[config.mk]
export PLATFORM = sky130hd
export DESIGN_NAME = id_selection_set_core
export DESIGN_NICKNAME = d
export VERILOG_FILES = /design/src/iss_pkg.sv /design/src/id_selection_set_core.sv
export SDC_FILE = /design/constraint.sdc
export NUM_CORES = 2
export LEC_CHECK = 0
export BUFFER_PORTS_ARGS = -buffer_cell sky130_fd_sc_hd__buf_2
export CAP_MARGIN = 5
export CORE_MARGIN = 1.5
export CORE_UTILIZATION = 55
export CTS_CLUSTER_DIAMETER = 50
export DETAILED_ROUTE_END_ITERATION = 10
export GPL_ROUTABILITY_DRIVEN = 0
export PLACE_DENSITY = 0.81
export REMOVE_ABC_BUFFERS = 1
export SYNTH_ARGS = -nofsm -noshare
export SYNTH_HDL_FRONTEND = slang
export SYNTH_SLANG_ARGS = --single-unit
[constraint.sdc]
create_clock -name clk_i -period 5.6 [get_ports clk_i]
set_clock_uncertainty 0.2 [all_clocks]
set_input_delay 0.28 -clock clk_i [delete_from_list [all_inputs] [get_ports clk_i]]
set_output_delay 0.28 -clock clk_i [all_outputs]
set_load 0.005 [all_outputs]
[src/iss_pkg.sv]
// Shared types and command codes for the identifier selection set.
package iss_pkg;

  localparam int unsigned IdentW = 32;
  localparam int unsigned CmdW   = 2;

  // Command codes; code 3 behaves as a query.
  localparam logic [CmdW-1:0] CMD_UPDATE = 2'd0;
  localparam logic [CmdW-1:0] CMD_QUERY  = 2'd1;
  localparam logic [CmdW-1:0] CMD_CLEAR  = 2'd2;

  typedef struct packed {
    logic [CmdW-1:0]          cmd;
    logic signed [IdentW-1:0] ident;
    logic                     want_member;
  } iss_req_t;

  typedef struct packed {
    logic was_member;
    logic table_full;
  } iss_rsp_t;

endpackage

[src/id_selection_set_core.sv]
// Identifier selection set: slot table scanned by a small microcoded sequencer.
// Sequence: a request is accepted in IDLE, then SCAN reads one slot per cycle
//   over CAPACITY slots, DRAIN compares the last slot read and COMMIT writes
//   the table and loads the result, waiting while a stalled result is held.
// Requests: a new one is taken only after COMMIT; a finished result waits in
//   the output register while the next request is taken.
// Reset: async, active low. After reset a clearing pass zeroes every
//   slot; in_stall_o stays high during that pass.
module id_selection_set_core
  import iss_pkg::*;
#(
  parameter int unsigned CAPACITY = 64
) (
  input  logic     clk_i,
  input  logic     rst_ni,
  input  logic     in_valid_i,
  output logic     in_stall_o,
  input  iss_req_t in_req_i,
  output logic     out_valid_o,
  input  logic     out_stall_i,
  output iss_rsp_t out_rsp_o
);

  // Slot index width; at least one bit so a single-slot table still works.
  localparam int unsigned IdxW = (CAPACITY > 1) ? $clog2(CAPACITY) : 1;
  localparam logic [IdxW-1:0] IdxLast = IdxW'(CAPACITY - 1);

  // Microprogram steps.
  typedef enum logic [2:0] {
    STEP_INIT,    // clearing pass after reset
    STEP_IDLE,    // wait for a request
    STEP_SCAN,    // read one slot per cycle
    STEP_DRAIN,   // compare the last slot read
    STEP_COMMIT   // write the table, hand the result to the output register
  } step_e;

  // Jump conditions.
  typedef enum logic [1:0] {
    COND_ALWAYS,
    COND_IN,
    COND_LAST,
    COND_OUT_FREE
  } cond_e;

  // One control word per step.
  typedef struct packed {
    logic  accept;     // take a request this cycle
    logic  rd;         // read slot at the scan index
    logic  idx_inc;    // advance the scan index
    logic  idx_clr;    // restart the scan index and hit/empty flags
    logic  zero_all;   // write zero at the scan index unconditionally
    logic  zero_clr;   // write zero at the scan index on a clear command
    logic  commit;     // final table write and result load
    cond_e cond;
    step_e tgt_t;
    step_e tgt_f;
  } ctl_t;

  // Microcode ROM.
  function automatic ctl_t ucode(step_e s);
    ctl_t c;
    c = '{accept: 1'b0, rd: 1'b0, idx_inc: 1'b0, idx_clr: 1'b0, zero_all: 1'b0,
          zero_clr: 1'b0, commit: 1'b0, cond: COND_ALWAYS,
          tgt_t: STEP_IDLE, tgt_f: STEP_IDLE};
    case (s)
      STEP_INIT: begin
        c.zero_all = 1'b1;
        c.idx_inc  = 1'b1;
        c.cond     = COND_LAST;
        c.tgt_t    = STEP_IDLE;
        c.tgt_f    = STEP_INIT;
      end
      STEP_IDLE: begin
        c.accept  = 1'b1;
        c.idx_clr = 1'b1;
        c.cond    = COND_IN;
        c.tgt_t   = STEP_SCAN;
        c.tgt_f   = STEP_IDLE;
      end
      STEP_SCAN: begin
        c.rd       = 1'b1;
        c.idx_inc  = 1'b1;
        c.zero_clr = 1'b1;
        c.cond     = COND_LAST;
        c.tgt_t    = STEP_DRAIN;
        c.tgt_f    = STEP_SCAN;
      end
      STEP_DRAIN: begin
        c.cond  = COND_ALWAYS;
        c.tgt_t = STEP_COMMIT;
        c.tgt_f = STEP_COMMIT;
      end
      STEP_COMMIT: begin
        c.commit = 1'b1;
        c.cond   = COND_OUT_FREE;
        c.tgt_t  = STEP_IDLE;
        c.tgt_f  = STEP_COMMIT;
      end
      default: begin
        c.tgt_t = STEP_INIT;
        c.tgt_f = STEP_INIT;
      end
    endcase
    return c;
  endfunction

  // Sequencer and datapath registers.
  step_e            upc_q, upc_d;
  logic [IdxW-1:0]  idx_q, idx_d;
  iss_req_t         req_q, req_d;
  logic             pos_q, pos_d;        // identifier is positive
  logic             cmp_v_q, cmp_v_d;    // slot data valid for compare
  logic [IdxW-1:0]  cmp_idx_q, cmp_idx_d;
  logic             hit_q, hit_d;
  logic [IdxW-1:0]  hit_idx_q, hit_idx_d;
  logic             empty_q, empty_d;    // an empty slot was found
  logic [IdxW-1:0]  empty_idx_q, empty_idx_d;
  logic             out_valid_q, out_valid_d;
  iss_rsp_t         out_q, out_d;

  // Slot memory.
  logic [IdentW-1:0] slot_mem [CAPACITY];
  logic [IdentW-1:0] rdata_q;
  logic              mem_we;
  logic [IdxW-1:0]   mem_wa;
  logic [IdentW-1:0] mem_wd;

  ctl_t ctl;
  logic cond_true;
  logic in_acc;
  logic out_free;
  logic is_update;
  logic do_insert;
  logic do_remove;
  logic do_drop;

  assign ctl      = ucode(upc_q);
  assign in_acc   = ctl.accept && in_valid_i;
  assign out_free = !out_valid_q || !out_stall_i;

  always_comb begin
    case (ctl.cond)
      COND_ALWAYS:   cond_true = 1'b1;
      COND_IN:       cond_true = in_valid_i;
      COND_LAST:     cond_true = (idx_q == IdxLast);
      COND_OUT_FREE: cond_true = out_free;
      default:       cond_true = 1'b1;
    endcase
  end

  // Final decision, made from the scan flags in the commit step.
  assign is_update = (req_q.cmd == CMD_UPDATE) && pos_q;
  assign do_insert = is_update && !hit_q && req_q.want_member && empty_q;
  assign do_drop   = is_update && !hit_q && req_q.want_member && !empty_q;
  assign do_remove = is_update && hit_q && !req_q.want_member;

  // Memory write port: zero during clearing and during a clear command's scan, key or zero at commit.
  always_comb begin
    mem_we = 1'b0;
    mem_wa = idx_q;
    mem_wd = '0;
    if (ctl.zero_all || (ctl.zero_clr && req_q.cmd == CMD_CLEAR)) begin
      mem_we = 1'b1;
    end else if (ctl.commit && out_free) begin
      if (do_insert) begin
        mem_we = 1'b1;
        mem_wa = empty_idx_q;
        mem_wd = req_q.ident;
      end else if (do_remove) begin
        mem_we = 1'b1;
        mem_wa = hit_idx_q;
      end
    end
  end

  // Read is registered; a clear write at the same slot returns old data.
  always_ff @(posedge clk_i) begin
    if (mem_we) begin
      slot_mem[mem_wa] <= mem_wd;
    end
    if (ctl.rd) begin
      rdata_q <= slot_mem[idx_q];
    end
  end

  always_comb begin
    upc_d       = cond_true ? ctl.tgt_t : ctl.tgt_f;
    idx_d       = idx_q;
    req_d       = req_q;
    pos_d       = pos_q;
    cmp_v_d     = ctl.rd;
    cmp_idx_d   = idx_q;
    hit_d       = hit_q;
    hit_idx_d   = hit_idx_q;
    empty_d     = empty_q;
    empty_idx_d = empty_idx_q;
    out_valid_d = out_valid_q;
    out_d       = out_q;

    if (ctl.idx_inc) begin
      idx_d = (idx_q == IdxLast) ? '0 : idx_q + 1'b1;
    end
    if (ctl.idx_clr) begin
      idx_d   = '0;
      hit_d   = 1'b0;
      empty_d = 1'b0;
    end
    if (in_acc) begin
      req_d = in_req_i;
      pos_d = (in_req_i.ident > 0);
    end

    // Compare stage: match on the key, first empty slot in index order.
    if (cmp_v_q) begin
      if (pos_q && !hit_q && rdata_q == req_q.ident) begin
        hit_d     = 1'b1;
        hit_idx_d = cmp_idx_q;
      end
      if (!empty_q && rdata_q == '0) begin
        empty_d     = 1'b1;
        empty_idx_d = cmp_idx_q;
      end
    end

    // Output register.
    if (out_valid_q && !out_stall_i) begin
      out_valid_d = 1'b0;
    end
    if (ctl.commit && out_free) begin
      out_valid_d      = 1'b1;
      out_d.was_member = hit_q;
      out_d.table_full = do_drop;
    end
  end

  always_ff @(posedge clk_i or negedge rst_ni) begin
    if (!rst_ni) begin
      upc_q       <= STEP_INIT;
      idx_q       <= '0;
      cmp_v_q     <= 1'b0;
      hit_q       <= 1'b0;
      empty_q     <= 1'b0;
      out_valid_q <= 1'b0;
    end else begin
      upc_q       <= upc_d;
      idx_q       <= idx_d;
      cmp_v_q     <= cmp_v_d;
      hit_q       <= hit_d;
      empty_q     <= empty_d;
      out_valid_q <= out_valid_d;
    end
  end

  // Payload registers, no reset needed.
  always_ff @(posedge clk_i) begin
    req_q       <= req_d;
    pos_q       <= pos_d;
    cmp_idx_q   <= cmp_idx_d;
    hit_idx_q   <= hit_idx_d;
    empty_idx_q <= empty_idx_d;
    out_q       <= out_d;
  end

  assign in_stall_o  = !ctl.accept;
  assign out_valid_o = out_valid_q;
  assign out_rsp_o   = out_q;

endmodule

Yosys cells after proc, flatten, opt, wreduce, memory -nomap -nowiden
Memory sizes are Yosys's and may differ from the RTL's. A register that Yosys moved wholly into a read port is not among the register bits.
Cells that the tools add are included.
Widths: inputs -> output; s select.
{ "totals": {"memories": 1, "register_bits": 69, "ramBits": 2048, "wordCells": 92, "output_inout_bits": 4} }
{ "mem_list": {"columns": ["name", "words", "width", "read_ports", "rd_ports_with_merged_regs", "wr", "line_no", "text"], "rows": [
  ["slot_mem", 64, 32, 1, 1, 1, "id_selection_set_core.sv:122", "logic [IdentW-1:0] slot_mem [CAPACITY];"]
]} }
{ "op_classes": {"n_eq_ne": 10, "muxes": 33, "reduce_logical": 31, "n_addsub": 1, "magnitude_cmp": 1} }
{ "op_table": {"columns": ["cell", "count"], "rows": [
  ["$mux 32", 3],
  ["$mux 6", 7],
  ["$eq 32x32->1", 1],
  ["$gt 32x1->1 const B", 1],
  ["$logic_not 32->1", 1],
  ["$pmux 6 s5", 1],
  ["$mux 1", 19],
  ["$logic_and 1x1->1", 14],
  ["$add 6x1->6 const B", 1],
  ["$eq 2x2->1 const B", 3],
  ["$eq 3x2->1 const B", 2],
  ["$eq 6x6->1 const B", 1],
  ["$logic_not 1->1", 6],
  ["$pmux 2 s3", 1],
  ["$logic_not 2->1", 2],
  ["$pmux 1 s4", 1],
  ["$reduce_and 2->1", 2],
  ["$reduce_bool 2->1", 2],
  ["$eq 3x1->1 const B", 1],
  ["$eq 3x3->1 const B", 1],
  ["$logic_not 3->1", 1],
  ["$mux 3", 1],
  ["$eq 2x1->1 const B", 1],
  ["$logic_or 1x1->1", 2],
  ["$reduce_or 2->1", 1]
]} }

Longest topological paths before layout
{ "depth": {"word_depth": 10, "depth_mapped": 10} }

Worst setup path after synthesis
OpenSTA, ideal clock, no wires.
{ "synth_path": {"kind": "reg2reg", "from": "register req_q[34] (netlist bit)", "to": "memory slot_mem[24][0], enable pin", "arrival_time_ns": 5.179, "slack_ns": -0.281, "stages_incl_launch_ff": 10, "required_time_ns": 4.898, "cell_sequence": "edfxtp_1 or3b_1 buf_2 a2111oi_4 buf_6 nor2_2 or2_2 clkbuf_1 buf_2 nor4_1"} }
{ "synth_via": {"elab_chain_len": 10, "elab_cells_between_ends": 20, "classes_between": "eq/ne (1); mux (10); reduce/logical (9)"} }
{ "synth_lines": {"columns": ["element", "line_no", "text"], "rows": [
  ["start: declaration", "id_selection_set_core.sv:110", "iss_req_t req_q, req_d;"],
  ["start signal: assignment", "id_selection_set_core.sv:256", "req_q <= req_d;"],
  ["$logic_not 2->1", "id_selection_set_core.sv:152", "assign is_update = (req_q.cmd == CMD_UPDATE) && pos_q;"],
  ["$logic_and 1x1->1", "id_selection_set_core.sv:152", null],
  ["$logic_and 1x1->1, on equally long branches (2 in series)", "id_selection_set_core.sv:155, id_selection_set_core.sv:153", null],
  ["$mux 1 or $logic_and 1x1->1 (tied branches)", "id_selection_set_core.sv:169, id_selection_set_core.sv:153", null],
  ["$mux 1", "id_selection_set_core.sv:165", "if (do_insert) begin"],
  ["$mux 1", "id_selection_set_core.sv:164", "end else if (ctl.commit && out_free) begin"],
  ["$mux 1", "id_selection_set_core.sv:162", "if (ctl.zero_all || (ctl.zero_clr && req_q.cmd == CMD_CLEAR)) begin"],
  ["$mux 1", "id_selection_set_core.sv:178", "if (mem_we) begin"],
  ["$mux 1 (implied by the code)", "id_selection_set_core.sv:179", "slot_mem[mem_wa] <= mem_wd;"],
  ["end: declaration", "id_selection_set_core.sv:122", null]
]} }
Parallel ways exist; a longest one is shown, timed or not.

Final worst setup path
{ "layout_path": {"from": "register upc_q[1]", "to": "memory slot_mem[38][2], enable pin"} }
{ "layout_via": {"elab_chain_len": 7, "elab_cells_between_ends": 15, "classes_between": "eq/ne (2); mux (9); reduce/logical (4)"} }
{ "layout_lines": {"columns": ["element", "line_no", "text"], "rows": [
  ["start: declaration", "id_selection_set_core.sv:108", "step_e upc_q, upc_d;"],
  ["start signal: assignment", "id_selection_set_core.sv:245", "upc_q <= upc_d;"],
  ["$eq 3x3->1 or $eq 3x2->1 (tied branches)", "id_selection_set_core.sv:65", "case (s)"],
  ["$mux 1", "id_selection_set_core.sv:65", null],
  ["$logic_and 1x1->1, on equally long branches", "id_selection_set_core.sv:164, id_selection_set_core.sv:162", null],
  ["$mux 1 or $logic_or 1x1->1 (tied branches)", "id_selection_set_core.sv:164, id_selection_set_core.sv:162", null],
  ["$mux 1", "id_selection_set_core.sv:162", null],
  ["$mux 1", "id_selection_set_core.sv:178", null],
  ["$mux 1 (implied by the code)", "id_selection_set_core.sv:179", null]
]} }
Parallel ways exist; a longest one is shown, timed or not.

==> out/qor.yml <==
path_cells: "or3b_1 -> nor2_1 -> o21ai_0 -> and2_2 -> nor4_2 -> buf_4"
cts_tree: "yes"
synth_edf_count: 2130
hold_ws_ns: 0.0692
critPathMaxFanout: 32
antenna_left: 1
area_growth_pct: 13.1
yosys_register_bits: 2149
nets: 4009
drt_pass1_iterations: 8
setup_viol_count_final: 0
fin_crit_sh: 0.763
synth.most_common_cell: "edfxtp_1"
cts_setup_buffers: 0
start_util: 0.555
cts_resized: 0
end_kind: "flip-flop"
holdPathStages: 2
hold_start: "in_req_i[25]"
postSynth.asyncResetShare: 0.00605
ys.flop_type: "edfxtp_1"
final_max_slew_viol_count: 0
crit_buf_inv: 1
fmax_ghz: 0.234
wl_per_cell_um: 36.5
syn_area_mm2: 0.0821
finalHoldViolations: 0
num_rows: 141
synth_common_cells: "2130 x edfxtp_1, 472 x mux4_2, 186 x a22oi_1"
start_kind: "flip-flop"
status: "complete, but fails checks"
die_h_um: 389
reg2reg_depth: 6
cts.path.max_buffers: 3
hold_end: "req_q[25]"
insertion_delay_ns: 0.86
root_buffer: "clkbuf_16"
relSlewSlack: 0.0206
die_w_um: 389
cpPeakStageDelay_ns: 0.64
drive_gt1_frac: 0.274
grt_overflow_total: 0
synth_area_per_cell_um2: 22.0
synthCells: 3738
power.leakage_nw: 28.2
r2r_slack_ns: 1.33
worst_pin_slew_ns: 1.45
rsz0062_at_grt: "false"
crit_family: "simple AND/OR/NAND/NOR gates"
yosys.cell_types.count: 58
dr_total_vias: 43199
period_minus_slack_ns: 4.27
power_density_mw_per_mm2: 482
reg2reg_to: "slot_mem[38][2]"
hp-class: "in2reg"
cp_slowest_cell: "nor2_1"
port-buffer-count: 42
routed_wl_um: 222000
numCtsBuffers: 198
max-cap-violations: 1
cts_max_level: 4
antenna_found_initial: 18
cp.required_ns: 5.88
synthTopCellsByArea: "edfxtp_1 78%, mux4_2 13%, a22oi_1 1.7%"
violations: "antenna rules, capacitance limit"
dp_hpwl_um: 125000
grt_max_degree: 74
vias_per_cell: 7.11
yosys.area.top_type: "edfxtp_1"
netlist.area_leader.share: 0.779
numClockSinks: 2149
drc: 0
irDropWorstVdd_mv: 0.458
crit_type: "reg2reg"
yosysWarnings: 0
rr_startpoint: "upc_q[1]"
synth_seq_area_share: 0.785
die_area_mm2: 0.152
clk_pin_slew_ns: 0.07
grt_pass1_wl_um: 314000
drt_iter0_drc: 7569
fill_cells: 9039
grt.total_usage: 0.295
coreArea_mm2: 0.148
fin_setup_tns_ns: 0
crit_arrival_ns: 4.55
grt_pass1_vias: 42200
ios: 43
## cells by family (layout without fill, tap and decap cells)
family                   Yosys count  in the layout  share of synthesized area
AO/OA/AOI/OAI                    436            436                     0.0363
AND/OR/NAND/NOR                  339            339                     0.0236
multiplexers                     550            550                      0.139
flip-flops                      2149           2149                      0.785
other                              0             13                          0
XOR/XNOR                          34             34                    0.00363
buffers and inverters            229            625                     0.0123
adder cells (fa/ha/maj)            1              1                   0.000152
## worst max-delay path by stage
stage | from | endpoint | cells past startpoint
2_1_floorplan | cmp_idx_d[0] | slot_mem[15][0] | 2
3_3_place_gp | req_q[34] | slot_mem[59][24] | 6
3_5_place_dp | req_q[34] | slot_mem[48][26] | 6
4_1_cts | upc_q[1] | slot_mem[38][2] | 6
5_1_grt | upc_q[1] | slot_mem[38][18] | 6
6_report | upc_q[1] | slot_mem[38][2] | 6
## metal layers
layer | vias up | global-route usage | routed length (um)
met5 | - | 0.00574 | 215
met4 | 16 | 0.145 | 12700
li1 | 16428 | - | -
met1 | 22220 | 0.389 | 74100
met2 | 3934 | 0.443 | 103000
met3 | 601 | 0.101 | 32400
## state kept, by name (all words and copies together), names as in the netlist
register and count:
cmp_idx_q 6, slot_mem 2048, cmp_idx_d 6, empty_idx_q 6, out_valid_o 1, rdata_q 32
req_q 35, cmp_v_q 1, hit_idx_q 6, out_rsp_o 2, upc_q 3, hit_q 1
pos_q 1, empty_q 1
## per-stage QoR
| stage | std cells | area, um2 | total power, mW | utilization | setup WS (ns) |
|---|---|---|---|---|---|
| final | 6077 | 92900 | 44.8 | 0.627 | 1.33 |
| after global routing | 6065 | 92800 | 45.7 | 0.627 | 1.30 |
| after CTS | 6064 | 92800 | 44.5 | 0.627 | 1.46 |
| after detailed placement | 5660 | 85900 | 30.8 | 0.580 | 1.52 |
| after global placement | 5660 | 85900 | 30.5 | 0.580 | 1.70 |
| after floorplan | 3514 | 81100 | 24.9 | - | -24.89 |
## where the power goes
part,switching [mW],internal [mW]
Combinational,7.51,4.23
Clock,5.95,7.77
Sequential,0.623,18.7
Total,14.1,30.7
## timing repair
item / 4_1_cts / 5_1_grt
hold buffers: 39 / 0
setup endpoints to repair: 0 / 0
hold endpoints to repair: 52 / 0
## final cells by class
cell class / count / area (um2) / share of cell area
Sequential cell: 2149 / 64400 / 0.694
Multi-Input combinational cell: 1360 / 17200 / 0.185
Clock buffer: 246 / 5270 / 0.0568
Tap cell: 1930 / 2410 / 0.0260
Timing Repair Buffer: 255 / 2180 / 0.0235
Clock inverter: 119 / 1290 / 0.0139
Antenna cell: 13 / 32.5 / 0.000350
Inverter: 5 / 18.8 / 0.000202
## cell usage in the layout, fill, tap and decap left out, types with 22 or more instances in the layout
master / synthesis / routed
bufinv_16: 0 / 23
buf_12: 1 / 22
mux2_2: 27 / 27
edfxtp_1: 2130 / 2130
clkbuf_1: 113 / 39
mux2i_1: 51 / 51
clkinv_2: 0 / 37
nand2_1: 43 / 43
a21oi_1: 97 / 97
and2_2: 0 / 25
mux4_2: 472 / 472
a22oi_1: 186 / 186
o21ai_0: 33 / 33
o22ai_1: 28 / 26
clkinv_1: 0 / 32
buf_2: 59 / 42
nor4_2: 10 / 55
buf_4: 11 / 152
dlygate4sd3_1: 0 / 39
nor3_1: 29 / 29
xnor2_1: 22 / 22
a211oi_1: 23 / 23
clkbuf_16: 0 / 202
nor2_1: 50 / 47
Power figures use the tool's default switching activity.
